### src/sv/brot_pkg.sv
// Shared types and constants for the byte range ownership tracker.
// No dependencies; used by brot_dpath, brot_ctrl and the top level.
package brot_pkg;

    // Default sizing, handed down as top-level parameter defaults
    localparam int MAX_BYTES_DEF     = 4096;
    localparam int MAP_WORD_BITS_DEF = 64;

    // Fixed field widths
    localparam int OP_W  = 2;
    localparam int POS_W = 13;
    localparam int ST_W  = 3;

    // APB register map: one 32-bit register per word address
    localparam int         ADDR_W      = 3;
    localparam int         DATA_W      = 32;
    localparam logic       REG_LENGTH  = 1'b0;
    localparam logic       REG_ENABLE  = 1'b1;

    // Operation codes
    localparam logic [OP_W-1:0] OP_CLAIM = 2'd0;
    localparam logic [OP_W-1:0] OP_COVER = 2'd1;
    localparam logic [OP_W-1:0] OP_QUERY = 2'd2;
    localparam logic [OP_W-1:0] OP_CLEAR = 2'd3;

    // Result status codes
    localparam logic [ST_W-1:0] ST_OK         = 3'd0;
    localparam logic [ST_W-1:0] ST_OFF        = 3'd1;
    localparam logic [ST_W-1:0] ST_BOUNDS     = 3'd2;
    localparam logic [ST_W-1:0] ST_CONFLICT   = 3'd3;
    localparam logic [ST_W-1:0] ST_INCOMPLETE = 3'd4;
    localparam logic [ST_W-1:0] ST_UNCOVERED  = 3'd5;

    // Commands from controller to datapath
    typedef struct packed {
        logic load;        // capture the incoming beat
        logic start_pass;  // restart the word walk at the range's first word
        logic mark;        // walk writes marks instead of checking
        logic clear;       // drop every row of both maps
    } t_dp_cmd;

    // Status from datapath to controller
    typedef struct packed {
        logic [OP_W-1:0] op;
        logic            complete;
        logic            oob;
        logic            empty;
        logic            pass_done;
        logic            fail;
    } t_dp_stat;

endpackage

### src/sv/brot_ctrl.sv
// Controller: sequences decide, check and mark passes; holds the result register.
// Depends on brot_pkg; drives brot_dpath through t_dp_cmd.
module brot_ctrl (
    input  logic                        i_clk,
    input  logic                        i_rst_n,
    input  logic                        i_in_valid,
    output logic                        o_in_stall,
    input  logic                        i_out_stall,
    output logic                        o_out_valid,
    output logic                        o_accepted,
    output logic [brot_pkg::ST_W-1:0]   o_status,
    input  logic                        i_track_en,
    input  brot_pkg::t_dp_stat          i_stat,
    output brot_pkg::t_dp_cmd           o_cmd
);

    typedef enum logic [5:0] {
        S_IDLE   = 6'b000001,
        S_DECIDE = 6'b000010,
        S_START  = 6'b000100,
        S_CHECK  = 6'b001000,
        S_MARK   = 6'b010000,
        S_RESP   = 6'b100000
    } t_state;

    t_state                     r_state, n_state;
    logic                       r_res_acc, n_res_acc;
    logic [brot_pkg::ST_W-1:0]  r_res_status, n_res_status;
    logic                       r_out_valid, r_out_acc;
    logic [brot_pkg::ST_W-1:0]  r_out_status;
    logic                       w_out_load;

    assign o_in_stall = (r_state != S_IDLE);
    assign w_out_load = (r_state == S_RESP) && (!r_out_valid || !i_out_stall);

    // next state and commands
    always_comb begin
        n_state      = r_state;
        n_res_acc    = r_res_acc;
        n_res_status = r_res_status;
        o_cmd        = '0;
        case (r_state)
            S_IDLE: begin
                if (i_in_valid) begin
                    o_cmd.load = 1'b1;
                    n_state    = S_DECIDE;
                end
            end
            S_DECIDE: begin
                n_res_acc    = 1'b0;
                n_res_status = brot_pkg::ST_OK;
                n_state      = S_RESP;
                if (!i_track_en) begin
                    n_res_status = brot_pkg::ST_OFF;
                end else begin
                    case (i_stat.op)
                        brot_pkg::OP_CLEAR: begin
                            o_cmd.clear = 1'b1;
                            n_res_acc   = 1'b1;
                        end
                        brot_pkg::OP_QUERY: begin
                            if (!i_stat.complete) begin
                                n_res_status = brot_pkg::ST_INCOMPLETE;
                            end else if (i_stat.empty) begin
                                n_res_acc = 1'b1;
                            end else begin
                                n_state = S_START;
                            end
                        end
                        default: begin
                            if (i_stat.oob) begin
                                n_res_status = brot_pkg::ST_BOUNDS;
                            end else if (i_stat.empty) begin
                                n_res_acc = 1'b1;
                            end else begin
                                n_state = S_START;
                            end
                        end
                    endcase
                end
            end
            S_START: begin
                o_cmd.start_pass = 1'b1;
                n_state          = S_CHECK;
            end
            S_CHECK: begin
                if (i_stat.pass_done) begin
                    if (i_stat.fail) begin
                        n_res_acc    = 1'b0;
                        n_res_status = (i_stat.op == brot_pkg::OP_QUERY) ?
                                       brot_pkg::ST_UNCOVERED : brot_pkg::ST_CONFLICT;
                        n_state      = S_RESP;
                    end else if (i_stat.op == brot_pkg::OP_QUERY) begin
                        n_res_acc    = 1'b1;
                        n_res_status = brot_pkg::ST_OK;
                        n_state      = S_RESP;
                    end else begin
                        o_cmd.start_pass = 1'b1;
                        n_state          = S_MARK;
                    end
                end
            end
            S_MARK: begin
                o_cmd.mark = 1'b1;
                if (i_stat.pass_done) begin
                    n_res_acc    = 1'b1;
                    n_res_status = brot_pkg::ST_OK;
                    n_state      = S_RESP;
                end
            end
            S_RESP: begin
                if (w_out_load) begin
                    n_state = S_IDLE;
                end
            end
            default: begin
                n_state = S_IDLE;
            end
        endcase
    end

    // state register
    always_ff @(posedge i_clk) begin
        if (!i_rst_n) begin
            r_state <= S_IDLE;
        end else begin
            r_state <= n_state;
        end
    end

    always_ff @(posedge i_clk) begin
        r_res_acc    <= n_res_acc;
        r_res_status <= n_res_status;
    end

    // output register
    always_ff @(posedge i_clk) begin
        if (!i_rst_n) begin
            r_out_valid <= 1'b0;
        end else if (w_out_load) begin
            r_out_valid <= 1'b1;
        end else if (!i_out_stall) begin
            r_out_valid <= 1'b0;
        end
    end

    always_ff @(posedge i_clk) begin
        if (w_out_load) begin
            r_out_acc    <= r_res_acc;
            r_out_status <= r_res_status;
        end
    end

    assign o_out_valid = r_out_valid;
    assign o_accepted  = r_out_acc;
    assign o_status    = r_out_status;

    // a new result beat only comes from the response state
    a_out_from_resp: assert property (@(posedge i_clk) disable iff (!i_rst_n)
        (!r_out_valid ##1 r_out_valid) |-> ($past(r_state) == S_RESP))
        else $error("result beat raised outside response state");

    // tracking off overrides every op
    a_off_first: assert property (@(posedge i_clk) disable iff (!i_rst_n)
        (r_state == S_DECIDE && !i_track_en) |=> (r_res_status == brot_pkg::ST_OFF))
        else $error("tracking off not reported");

    // a finished mark pass always reports success
    a_mark_ok: assert property (@(posedge i_clk) disable iff (!i_rst_n)
        (r_state == S_MARK && i_stat.pass_done) |=> (r_res_acc && r_res_status == brot_pkg::ST_OK))
        else $error("mark pass ended without success");

endmodule

### config.mk
export PLATFORM = sky130hd
export DESIGN_NAME = brot_ctrl
export DESIGN_NICKNAME = d
export VERILOG_FILES = /design/src/sv/brot_pkg.sv /design/src/sv/brot_ctrl.sv
export SDC_FILE = /design/constraint.sdc
export NUM_CORES = 1
export LEC_CHECK = 0
export BUFFER_PORTS_ARGS = -buffer_cell sky130_fd_sc_hd__clkbuf_2
export CELL_PAD_IN_SITES_DETAIL_PLACEMENT = 1
export CELL_PAD_IN_SITES_GLOBAL_PLACEMENT = 1
export CORE_ASPECT_RATIO = 1.4
export CORE_MARGIN = 4
export CORE_UTILIZATION = 37
export DETAILED_ROUTE_END_ITERATION = 8
export GPL_TIMING_DRIVEN = 0
export HOLD_SLACK_MARGIN = 0.12
export PLACE_DENSITY_LB_ADDON = 0.1
export SYNTH_ARGS = -nofsm -noshare
export SYNTH_HDL_FRONTEND = slang
export SYNTH_SLANG_ARGS = --single-unit
export TNS_END_PERCENT = 30
### constraint.sdc
create_clock -name i_clk -period 2.1 [get_ports i_clk]
set_input_delay 0.315 -clock i_clk [delete_from_list [all_inputs] [get_ports i_clk]]
set_output_delay 0.315 -clock i_clk [all_outputs]
set_load 0.01 [all_outputs]
== Yosys cells after proc, flatten, opt, wreduce, memory -nomap -nowiden ==
Index checks and enable logic that the tools add are counted.

* Add/subtract/negate cells: 0
* $mul: 0
* Div/mod/pow operators: 0
* Magnitude comparators: 0
* Eq/ne operators: 15
* Shift operators: 0
* Multiplexer cells: 44
* Bitwise gates (word level): 0
* Reductions and logical operators: 7

{| class="wikitable"
|+ Operators by type and width
! operator !! number
|-
| two-way mux 6 bit || 10
|-
| one-hot mux 6 bit (6 select lines) || 1
|-
| two-way mux 3 bit || 7
|-
| two-way mux 1 bit || 19
|-
| one-hot mux 6 bit (2 select lines) || 1
|-
| one-hot mux 3 bit (3 select lines) || 1
|-
| inequality test 2 bit (second input constant) || 4
|-
| AND reduction 4 bit || 2
|-
| == test 6 x 1 -> 1 bit (second input constant) || 1
|-
| == test 6 x 2 -> 1 bit (second input constant) || 1
|-
| == test 6 x 3 -> 1 bit (second input constant) || 1
|-
| == test 6 x 4 -> 1 bit (second input constant) || 1
|-
| == test 6 x 5 -> 1 bit (second input constant) || 1
|-
| == test 6 bit (second input constant) || 1
|-
| inequality test 6 x 1 -> 1 bit (second input constant) || 1
|-
| one-hot mux 3 bit (2 select lines) || 1
|-
| == test 2 bit (second input constant) || 2
|-
| one-hot mux 1 bit (2 select lines) || 2
|-
| inequality test 3 bit (second input constant) || 1
|-
| one-hot mux 1 bit (3 select lines) || 1
|-
| nonzero test 3 bit || 1
|-
| zero test 1 bit || 2
|-
| two-way mux 2 bit || 1
|-
| inequality test 2 x 1 -> 1 bit (second input constant) || 1
|-
| other kinds (2) || 2
|}

* Flip-flop bits (word level): 15
* Bits in latches: 0
* RAM bits: 0
* Memory bits (read-only): 0
* Bits of input ports: 12
* Output and inout port bits: 10
* Logic and storage cells: 72
* Memories kept: 0

== Logic depth before layout (Yosys ltp) ==
Gate-level depths: netlist of run 1.

* Depth after elaboration: 5
* Mapped depth: 5

== Worst setup path before layout of run 1 ==
No wires, ideal clock.

* Path kind: reg-to-output
* Start: register r_state[0]
* End: output o_cmd[2] (netlist name)
* Data arrival time: 1.351 ns
* Setup slack: 0.434 ns
* Stages on the path, launching flop included: 5
* Path buffers: 0
* Cell sequence: dfxtp_1 > or4_4 > nor4_2 > nand2_1 > nand2_1

{| class="wikitable"
|+ RTL lines
! what !! RTL line !! text
|-
| start: declaration || brot_ctrl.sv:26 || <nowiki>t_state r_state, n_state;</nowiki>
|-
| start signal: assignment || brot_ctrl.sv:127 || <nowiki>r_state <= n_state;</nowiki>
|-
| end: declaration || brot_ctrl.sv:14 || <nowiki>output brot_pkg::t_dp_cmd o_cmd</nowiki>
|}

==> metrics.txt, run 1 <==
status=finished with violations; failing checks=setup timing; Final Wtd Congestion=0.756; share of cells above drive strength 1=38.9%; Seq cells post-synth=15; GR Overflow Total=0; die area=2880 µm²; Initial Util=38.9%; initial antenna violation count=0; clock sinks=15; DRT antenna net count=0; crit path max fanout=2; largest area contributor in the netlist=edfxtp_1; Cell Rows=19; Peak Freq=0.470 GHz; multiplexer share of the synthesized area=0%; footprint of the multi-input gates=380 µm²; CTS tree=built; CORE AREA=1970 µm²; post-placement setup slack=0.212 ns; Fill cells=244; most numerous cell in the Yosys netlist=nand2_1; Main synth FF type=edfxtp_1; final wirelength=2.00 mm; Slew headroom=67.6%; min setup slack post-route=-0.0284 ns; register area share after synthesis=49.6%; Final Skew=0.0102 ns; Mapped Area=767 µm²; violation count after the first detailed-route iteration=24; Commonest cells post-synth=10 x nand2_1, 8 x edfxtp_1, 7 x dfxtp_1, 6 x a21oi_1, 6 x nor2_1; syn nets=90; via/cell ratio=5.62; adder-cell share of the synthesized area=0%; diode count=0; fin. max-slew vios=0; CTS Hold Bufs=0; sequential cell area=389 µm²; GRT Total Usage=17.0%; synthesized instance count=78; Root Buffer=clkbuf_4; Synth Area in Compound Gates=16.3%; drt pass-1 iters=4; Area Overhead vs Synth=28.4%; CTS clock-pin slew for the worst setup and hold paths=0.09 ns; TritonCTS Buffers=3; placed cell area=898 µm²; number of synthesized flops with an enable pin=8; Max VDD drop=0.000257 V; Lkg Pwr=0.431 nW; fin crit share=101%; final non-filler cell area=985 µm²; measured slew at the worst slew-check pin=0.482 ns; crit end category=output pin; Skew-Pair Late Insertion Delay=0.28 ns; post-synthesis async set-or-reset flop share=0%; Detail Placement HPWL=1.55 mm; Req. time, crit path=1.78 ns; largest family of logic cells by synthesized area=simple AND/OR/NAND/NOR gates; layout net count=121; Yosys top cell area share=31.3%; H-tree Lvls=1; final hold vios=0; Arr. time, crit path=1.81 ns; fraction of synthesized cell area in xor and xnor cells=1.14%; Die Y=61.9 µm; wire length per cell=15.5 µm; Synth area leaders=edfxtp_1 31%, dfxtp_1 18%, nand2_1 4.9%; Hold Crit Class=in2reg; global-route wire length before repair=3.48 mm; DIE WIDTH=46.5 µm; Via Count=725; simple-gate share of the synthesized area=30.5%; Final setup viols=1; mean post-synth cell area=9.83 µm²; largest net degree at the start of global routing=10; IO buf count=21; IO Count=22; Remaining DRCs=0; worst-case clock buffer depth=2; Yosys cell types=30; vias in the first global route=793; Startpoint Class=flip-flop; total number of yosys warnings=0; RSZ-0062 raised after global routing=yes; crit path time final=2.13 ns; ratio of total power to cell area=634 nW/µm²; critical path type=reg2out; Max-Cap Viols=0
-- cells by family after synthesis --
group	after synthesis
flip-flops	15
AND/OR/NAND/NOR	38
XOR/XNOR	1
AO/OA/AOI/OAI	19
buffers and inverters	5
-- where the power goes --
| group | internal, mW | switching [mW] |
|---|---|---|
| clock network | 0.0705 | 0.0878 |
| logic | 0.0588 | 0.0762 |
| registers | 0.325 | 0.00671 |
| total | 0.454 | 0.171 |
-- area by class of cell --
class	instances	share of cell area [%]
clock buffers	3	2.29
clock inverters	1	0.508
inverters	5	1.91
multi-input cells	58	38.6
flip-flops and latches	15	39.5
well taps	21	2.67
repair buffers	26	14.5
-- metal layers --
metal | vias to the layer above | part of all wire (%) | GRT usage [%] | wire length (µm)
met5 | - | 0 | 0 | 0
met1 | 343 | 42 | 19.9 | 832
met2 | 28 | 53 | 30.1 | 1060
met4 | 0 | 2.3 | 8.94 | 47
met3 | 4 | 3.0 | 1.15 | 61
li1 | 350 | - | - | -
-- worst max-delay path: stages (launching register included) --
cell	delay, ns
dfxtp_4	0.35
or4_4	0.55
nor4_4	0.30
nand2_1	0.11
nand2_1	0.08
buf_2	0.14
-- cell usage in the layout, fill, tap and decap left out, drive strengths merged --
cell / count
or4: 1
o21a: 1
a41oi: 1
a22o: 1
or2b: 1
a21oi: 6
clkinv: 1
nand3: 2
nor3: 1
inv: 5
and3b: 1
o221ai: 1
o221a: 1
o22ai: 1
dfxtp: 7
xor2: 1
o21ai: 5
and2: 2
and4: 1
nand3b: 5
nor4: 4
clkbuf: 23
a31oi: 2
nand4bb: 1
nand2: 11
edfxtp: 8
nor2: 7
buf: 6
nor2b: 1
-- path summary, 6_finish.rpt --
check / start / end / slack, ns / cells past startpoint
min: i_rst_n / r_state[0]$_SDFFE_PN1P_ / 0.23 / 2
min reg2reg: r_res_acc$_DFFE_PP_ / o_accepted$_DFFE_PP_ / 0.43 / 0
max reg2reg: r_state[0]$_SDFFE_PN1P_ / r_res_status[1]$_DFFE_PP_ / 0.19 / 6
max: r_state[0]$_SDFFE_PN1P_ / o_cmd[2] / -0.03 / 5
-- registers in the layout, summed over array words and instances (netlist names) --
name and cells:
o_accepted 1, r_res_acc 1, o_status 3, o_out_valid 1, r_res_status 3, r_state 6
-- through the flow --
| step | TNS (ns) | util (%) | hold WS, ns | std cells | power [mW] |
|---|---|---|---|---|---|
| after floorplan | 0 | - | 0.391 | 78 | 0.408 |
| after global placement | 0 | 45.5 | 0.403 | 120 | 0.448 |
| after detailed placement | 0 | 45.5 | 0.412 | 120 | 0.452 |
| after CTS | -0.0150 | 49.3 | 0.221 | 128 | 0.625 |
| after global routing | -0.106 | 49.9 | 0.245 | 129 | 0.661 |
| final | -0.0284 | 49.9 | 0.231 | 129 | 0.625 |
-- repair_timing --
item	4_1_cts	5_1_grt
pin swaps	4	3
buffers inserted	4	1
resized for setup	5	3
endpoints found under the setup margin	1	5
Power figures use the tool's default switching activity.
==> run 2, diff against run 1 <==
--- a/config.mk
+++ b/config.mk
@@ -5,6 +5,7 @@
 export SDC_FILE = /design/constraint.sdc
 export NUM_CORES = 1
 export LEC_CHECK = 0
+export ABC_AREA = 1
 export BUFFER_PORTS_ARGS = -buffer_cell sky130_fd_sc_hd__clkbuf_2
 export CELL_PAD_IN_SITES_DETAIL_PLACEMENT = 1
 export CELL_PAD_IN_SITES_GLOBAL_PLACEMENT = 1
==> metrics.txt, run 2 <==
CP delay by family, top=simple AND/OR/NAND/NOR gates; Reg2Reg Setup Slack=0.49 ns (+0.30 ns); measured slew at the worst slew-check pin=0.386 ns (-0.0956 ns); CORE AREA=2180 µm² (+10%); Yosys cell types=23 (-23%); crit end category=output pin; drt pass-1 iters=4 (unchanged); Via Count=716 (-1.2%); DIE WIDTH=48.6 µm (+4.5%); max reg flops=6 (unchanged); final hold vios=0 (unchanged); Final setup viols=0 (-1); Max VDD drop=0.000244 V (-5.3%); Synth area leaders=edfxtp_1 28%, dfxtp_1 16%, nor2_4 7.9%; register area share after synthesis=44.6% (-5.0 points); Root Buffer=clkbuf_4; Req. time, crit path=1.78 ns (about the same); fin crit share=85.4% (-16 points); Mapped Area=852 µm² (+11%); Remaining DRCs=0 (unchanged); CTS clock-pin slew for the worst setup and hold paths=0.09 ns (about the same); share of cells above drive strength 1=39.5% (+0.63 points); GR Overflow Total=0 (unchanged); Main synth FF type=edfxtp_1; die area=3150 µm² (+9.4%); fin. max-slew vios=0 (unchanged); vias in the first global route=814 (+2.6%); via/cell ratio=4.90 (-13%); min setup slack post-route=0.307 ns (+0.336 ns); final wirelength=1.84 mm (-8.2%); critical path type=reg2out; crit path max fanout=6 (+4); Cell Rows=20 (+1); final setup TNS=0 ns (+0.0284 ns); syn nets=111 (+23%); IO buf count=21 (unchanged); Lkg Pwr=0.459 nW (+6.5%); layout net count=137 (+13%); initial antenna violation count=0 (unchanged); slowest CP cell=dfxtp_1; Initial Util=39.1% (+0.27 points); slowest stage delay, CP=0.35 ns (-0.20 ns); total number of yosys warnings=0 (unchanged); CTS tree=built; CTS Hold Bufs=0 (unchanged); Arr. time, crit path=1.48 ns (-0.33 ns); Startpoint Class=flip-flop; post-CTS resize count=0 (-5); ratio of total power to cell area=564 nW/µm² (-11%); Commonest cells post-synth=17 x nand2_1, 12 x inv_1, 11 x nor2_1, 8 x edfxtp_1, 7 x dfxtp_1; number of setup buffers added after CTS=0 (-4); post-placement setup slack=0.485 ns (+0.273 ns); RSZ-0062 raised after global routing=no; Peak Freq=0.558 GHz (+19%); violation count after the first detailed-route iteration=12 (-50%); Detail Placement HPWL=1.61 mm (+4.0%); Skew-Pair Late Insertion Delay=0.28 ns (about the same); largest net degree at the start of global routing=10 (unchanged); GRT Total Usage=12.9% (-4.0 points); Yosys top cell area share=28.2% (-3.1 points); DRT antenna net count=0 (unchanged); Worst Path Buf+Inv=1 (unchanged); global-route wire length before repair=3.24 mm (-7.1%); Hold Crit Class=in2reg; TritonCTS Buffers=3 (unchanged); H-tree Lvls=1 (unchanged); largest area contributor in the netlist=edfxtp_1; Final Wtd Congestion=0.761 (+0.58%); crit path time final=1.79 ns (-0.336 ns); commonest cells after routing, fill and taps aside=21 x clkbuf_2, 17 x nand2_1, 12 x inv_1; Biggest register=r_state; clock sinks=15 (unchanged); status=finished, final reports clean; Seq cells post-synth=15 (unchanged); synthesized instance count=99 (+27%); Die Y=64.8 µm (+4.7%); Max-Cap Viols=0 (unchanged); wire length per cell=12.6 µm (-19%); Fill cells=283 (+16%); mean post-synth cell area=8.61 µm² (-12%); CP Cell Sequence=nor2_4 -> nand3_4 -> nor3_4 -> nand2_2 -> nand2_1 -> clkbuf_2; diode count=0 (unchanged); Area Overhead vs Synth=18.8%; worst-case clock buffer depth=2 (unchanged); number of synthesized flops with an enable pin=8 (unchanged); Slew headroom=74.2% (+6.6 points); IO Count=22 (unchanged); Final Skew=0.00263 ns (-0.00757 ns); most common cell after layout, fill and taps aside=clkbuf_2; most numerous cell in the Yosys netlist=nand2_1; post-synthesis async set-or-reset flop share=0% (unchanged)
[run 2: cell families after synthesis]
group,Yosys count,share of synthesized area (%)
compound gates,9,7.34
buf+inv,16,7.05
flops,15,44.6
simple gates,59,41.0
[run 2: layer usage]
layer | GRT usage, % | share of wire (%)
met5 | 0 | 0
met4 | 6.06 | 1.6
met3 | 2.53 | 5.1
met2 | 23.4 | 52
met1 | 14.1 | 41
[run 2: area by class of cell]
cell class	instances	area (µm²)	share of cell area, %
Timing Repair Buffer	21	105	10.4
Multi-Input combinational cell	68	412	40.7
Tap cell	22	27.5	2.72
Inverter	16	60.1	5.93
Sequential cell	15	380	37.6
Clock buffer	3	22.5	2.22
Clock inverter	1	5.00	0.494
[run 2: final timing paths]
kind / from / cells after the start / to
worst max register to register: r_state[4]$_SDFFE_PN0P_ / 5 / r_res_acc$_DFFE_PP_
worst max-delay path: r_state[4]$_SDFFE_PN0P_ / 6 / o_cmd[2]
worst min-delay path: i_rst_n / 2 / r_state[0]$_SDFFE_PN1P_
worst min register to register: r_res_status[2]$_DFFE_PP_ / 0 / o_status[2]$_DFFE_PP_
[run 2: report_power, final]
part           total (mW)  switching, mW  internal, mW  leakage [nW]
clock network       0.168         0.0971        0.0707        0.0177
logic              0.0833         0.0526        0.0307         0.312
registers           0.320        0.00553         0.314         0.130
total               0.571          0.155         0.416         0.459
[run 2: per-stage QoR]
stage,std cells,power (mW),utilization [%],instance area (µm²),hold slack (ns)
after floorplan,99,0.379,-,852,0.399
after global placement,142,0.409,45.2,985,0.401
after detailed placement,142,0.412,45.2,985,0.425
after CTS,146,0.580,46.5,1010,0.220
after global routing,146,0.601,46.5,1010,0.243
final,146,0.571,46.5,1010,0.223
==> run 3, diff against run 2 <==
--- a/config.mk
+++ b/config.mk
@@ -15,7 +15,8 @@
 export DETAILED_ROUTE_END_ITERATION = 8
 export GPL_TIMING_DRIVEN = 0
 export HOLD_SLACK_MARGIN = 0.12
-export PLACE_DENSITY_LB_ADDON = 0.1
+export PLACE_DENSITY = 0.74
+export SKIP_CTS_REPAIR_TIMING = 1
 export SYNTH_ARGS = -nofsm -noshare
 export SYNTH_HDL_FRONTEND = slang
 export SYNTH_SLANG_ARGS = --single-unit
==> metrics.txt, run 3 (synthesis results as in run 2) <==
reg-to-reg startpoint=r_state[2]$_SDFFE_PN0P_; Hold Crit Class=in2reg; Lkg Pwr=0.459 nW (unchanged); crit end category=output pin; final setup TNS=0 ns (unchanged); DIE WIDTH=48.6 µm (unchanged); Arr. time, crit path=1.50 ns (+0.02 ns); final wirelength=2.04 mm (+11%); slowest CP cell=dfxtp_1; hold-critical path depth=2 (unchanged); Root Buffer=clkbuf_4; final hold vios=0 (unchanged); IO Count=22 (unchanged); Hold Crit Endpoint=r_state[0]$_SDFFE_PN1P_; CTS tree=built; commonest cells after routing, fill and taps aside=21 x clkbuf_2, 17 x nand2_1, 12 x inv_1; most common cell after layout, fill and taps aside=clkbuf_2; Initial Util=39.1% (unchanged); Reg2Reg Setup Slack=0.46 ns (-0.03 ns); critical path type=reg2out; RR Endpoint=r_res_status[2]$_DFFE_PP_; Die Y=64.8 µm (unchanged); worst hold start=i_rst_n; ratio of total power to cell area=566 nW/µm² (+0.28%); Via Count=760 (+6.1%); Peak Freq=0.550 GHz (-1.4%); Biggest register=r_state; status=finished, final reports clean; share of cells above drive strength 1=39.5% (unchanged); GRT Total Usage=14.1% (+1.2 points); via/cell ratio=5.21 (+6.1%); Startpoint Class=flip-flop; measured slew at the worst slew-check pin=0.399 ns (+0.0131 ns); crit path max fanout=7 (+1); fin. max-slew vios=0 (unchanged); violation count after the first detailed-route iteration=4 (-8); Remaining DRCs=0 (unchanged); drt pass-1 iters=3 (-1); GR Overflow Total=0 (unchanged); layout net count=137 (unchanged); Critical path origin=r_state[0]$_SDFFE_PN1P_; Final setup viols=0 (unchanged); R2R depth=5 (unchanged); wire length per cell=13.9 µm (+11%); worst-case clock buffer depth=2 (unchanged); Area Overhead vs Synth=18.8% (unchanged); IO buf count=21 (unchanged); DRT antenna net count=0 (unchanged); slowest stage delay, CP=0.35 ns (about the same); Detail Placement HPWL=1.68 mm (+4.5%); clock sinks=15 (unchanged); RSZ-0062 raised after global routing=no; CORE AREA=2180 µm² (unchanged); Max VDD drop=0.000239 V (-2.0%); CTS clock-pin slew for the worst setup and hold paths=0.09 ns (about the same); Cell Rows=20 (unchanged); H-tree Lvls=1 (unchanged); die area=3150 µm² (unchanged); Util after Layout=46.5% (unchanged); TritonCTS Buffers=3 (unchanged); initial antenna violation count=0 (unchanged); max reg flops=6 (unchanged); Req. time, crit path=1.78 ns (about the same); crit path time final=1.82 ns (+0.0246 ns); Max-Cap Viols=0 (unchanged); diode count=0 (unchanged); Final Wtd Congestion=0.749 (-1.6%); vias in the first global route=798 (-2.0%); largest net degree at the start of global routing=10 (unchanged); Slew headroom=73.3% (-0.88 points); fin crit share=86.5% (+1.2 points); global-route wire length before repair=3.42 mm (+5.7%); CP Cell Sequence=nor2_4 -> nand3_4 -> nor3_4 -> nand2_2 -> nand2_1 -> clkbuf_2; Fill cells=285 (+0.71%); Final Skew=0.000517 ns (-0.00211 ns); Skew-Pair Late Insertion Delay=0.28 ns (about the same)
## run 3: power by group
| group | internal [mW] | switching [mW] |
|---|---|---|
| Clock | 0.0707 | 0.0965 |
| Sequential | 0.314 | 0.00567 |
| Combinational | 0.0307 | 0.0547 |
## run 3: routing by layer
layer | global-route usage (%) | vias to the layer above | wire length [µm]
li1 | - | 374 | -
met1 | 13.1 | 363 | 710
met2 | 26.0 | 19 | 1180
met3 | 2.99 | 4 | 83
met4 | 10.8 | 0 | 63
met5 | 0 | - | 0
## run 3: how the worst max path moves through the flow
| stage | slack [ns] | to |
|---|---|---|
| 3_3_place_gp | 0.51 | r_res_status[2]$_DFFE_PP_ |
| 6_report | 0.28 | o_cmd[2] |
| 4_1_cts | 0.27 | o_cmd[2] |
| 5_1_grt | 0.19 | o_cmd[2] |
| 3_5_place_dp | 0.48 | r_res_status[2]$_DFFE_PP_ |
| 2_1_floorplan | 0.68 | r_res_acc$_DFFE_PP_ |
## run 3: per-stage QoR
step	power [mW]	instances	setup slack (ns)	instance area, µm²	hold WS (ns)
after floorplan	0.379	99	0.684	852	0.399
after global placement	0.409	142	0.513	985	0.402
final	0.573	146	0.283	1010	0.232
after detailed placement	0.413	142	0.482	985	0.412
after global routing	0.599	146	0.186	1010	0.220
after CTS	0.571	146	0.273	1010	0.225
## run 3: cell type report
type	count	area (µm²)	area share (%)
multi-input cells	68	412	40.7
well taps	22	27.5	2.72
clock buffers	3	22.5	2.22
clock inverters	1	5.00	0.494
flip-flops and latches	15	380	37.6
repair buffers	21	105	10.4
inverters	16	60.1	5.93
## run 3: critical path, delay by kind of cell, from the launching register on
family                 cells  cell delay (ns)
flip-flops                 1             0.35
AND/OR/NAND/NOR            5             0.74
buffers and inverters      1             0.13
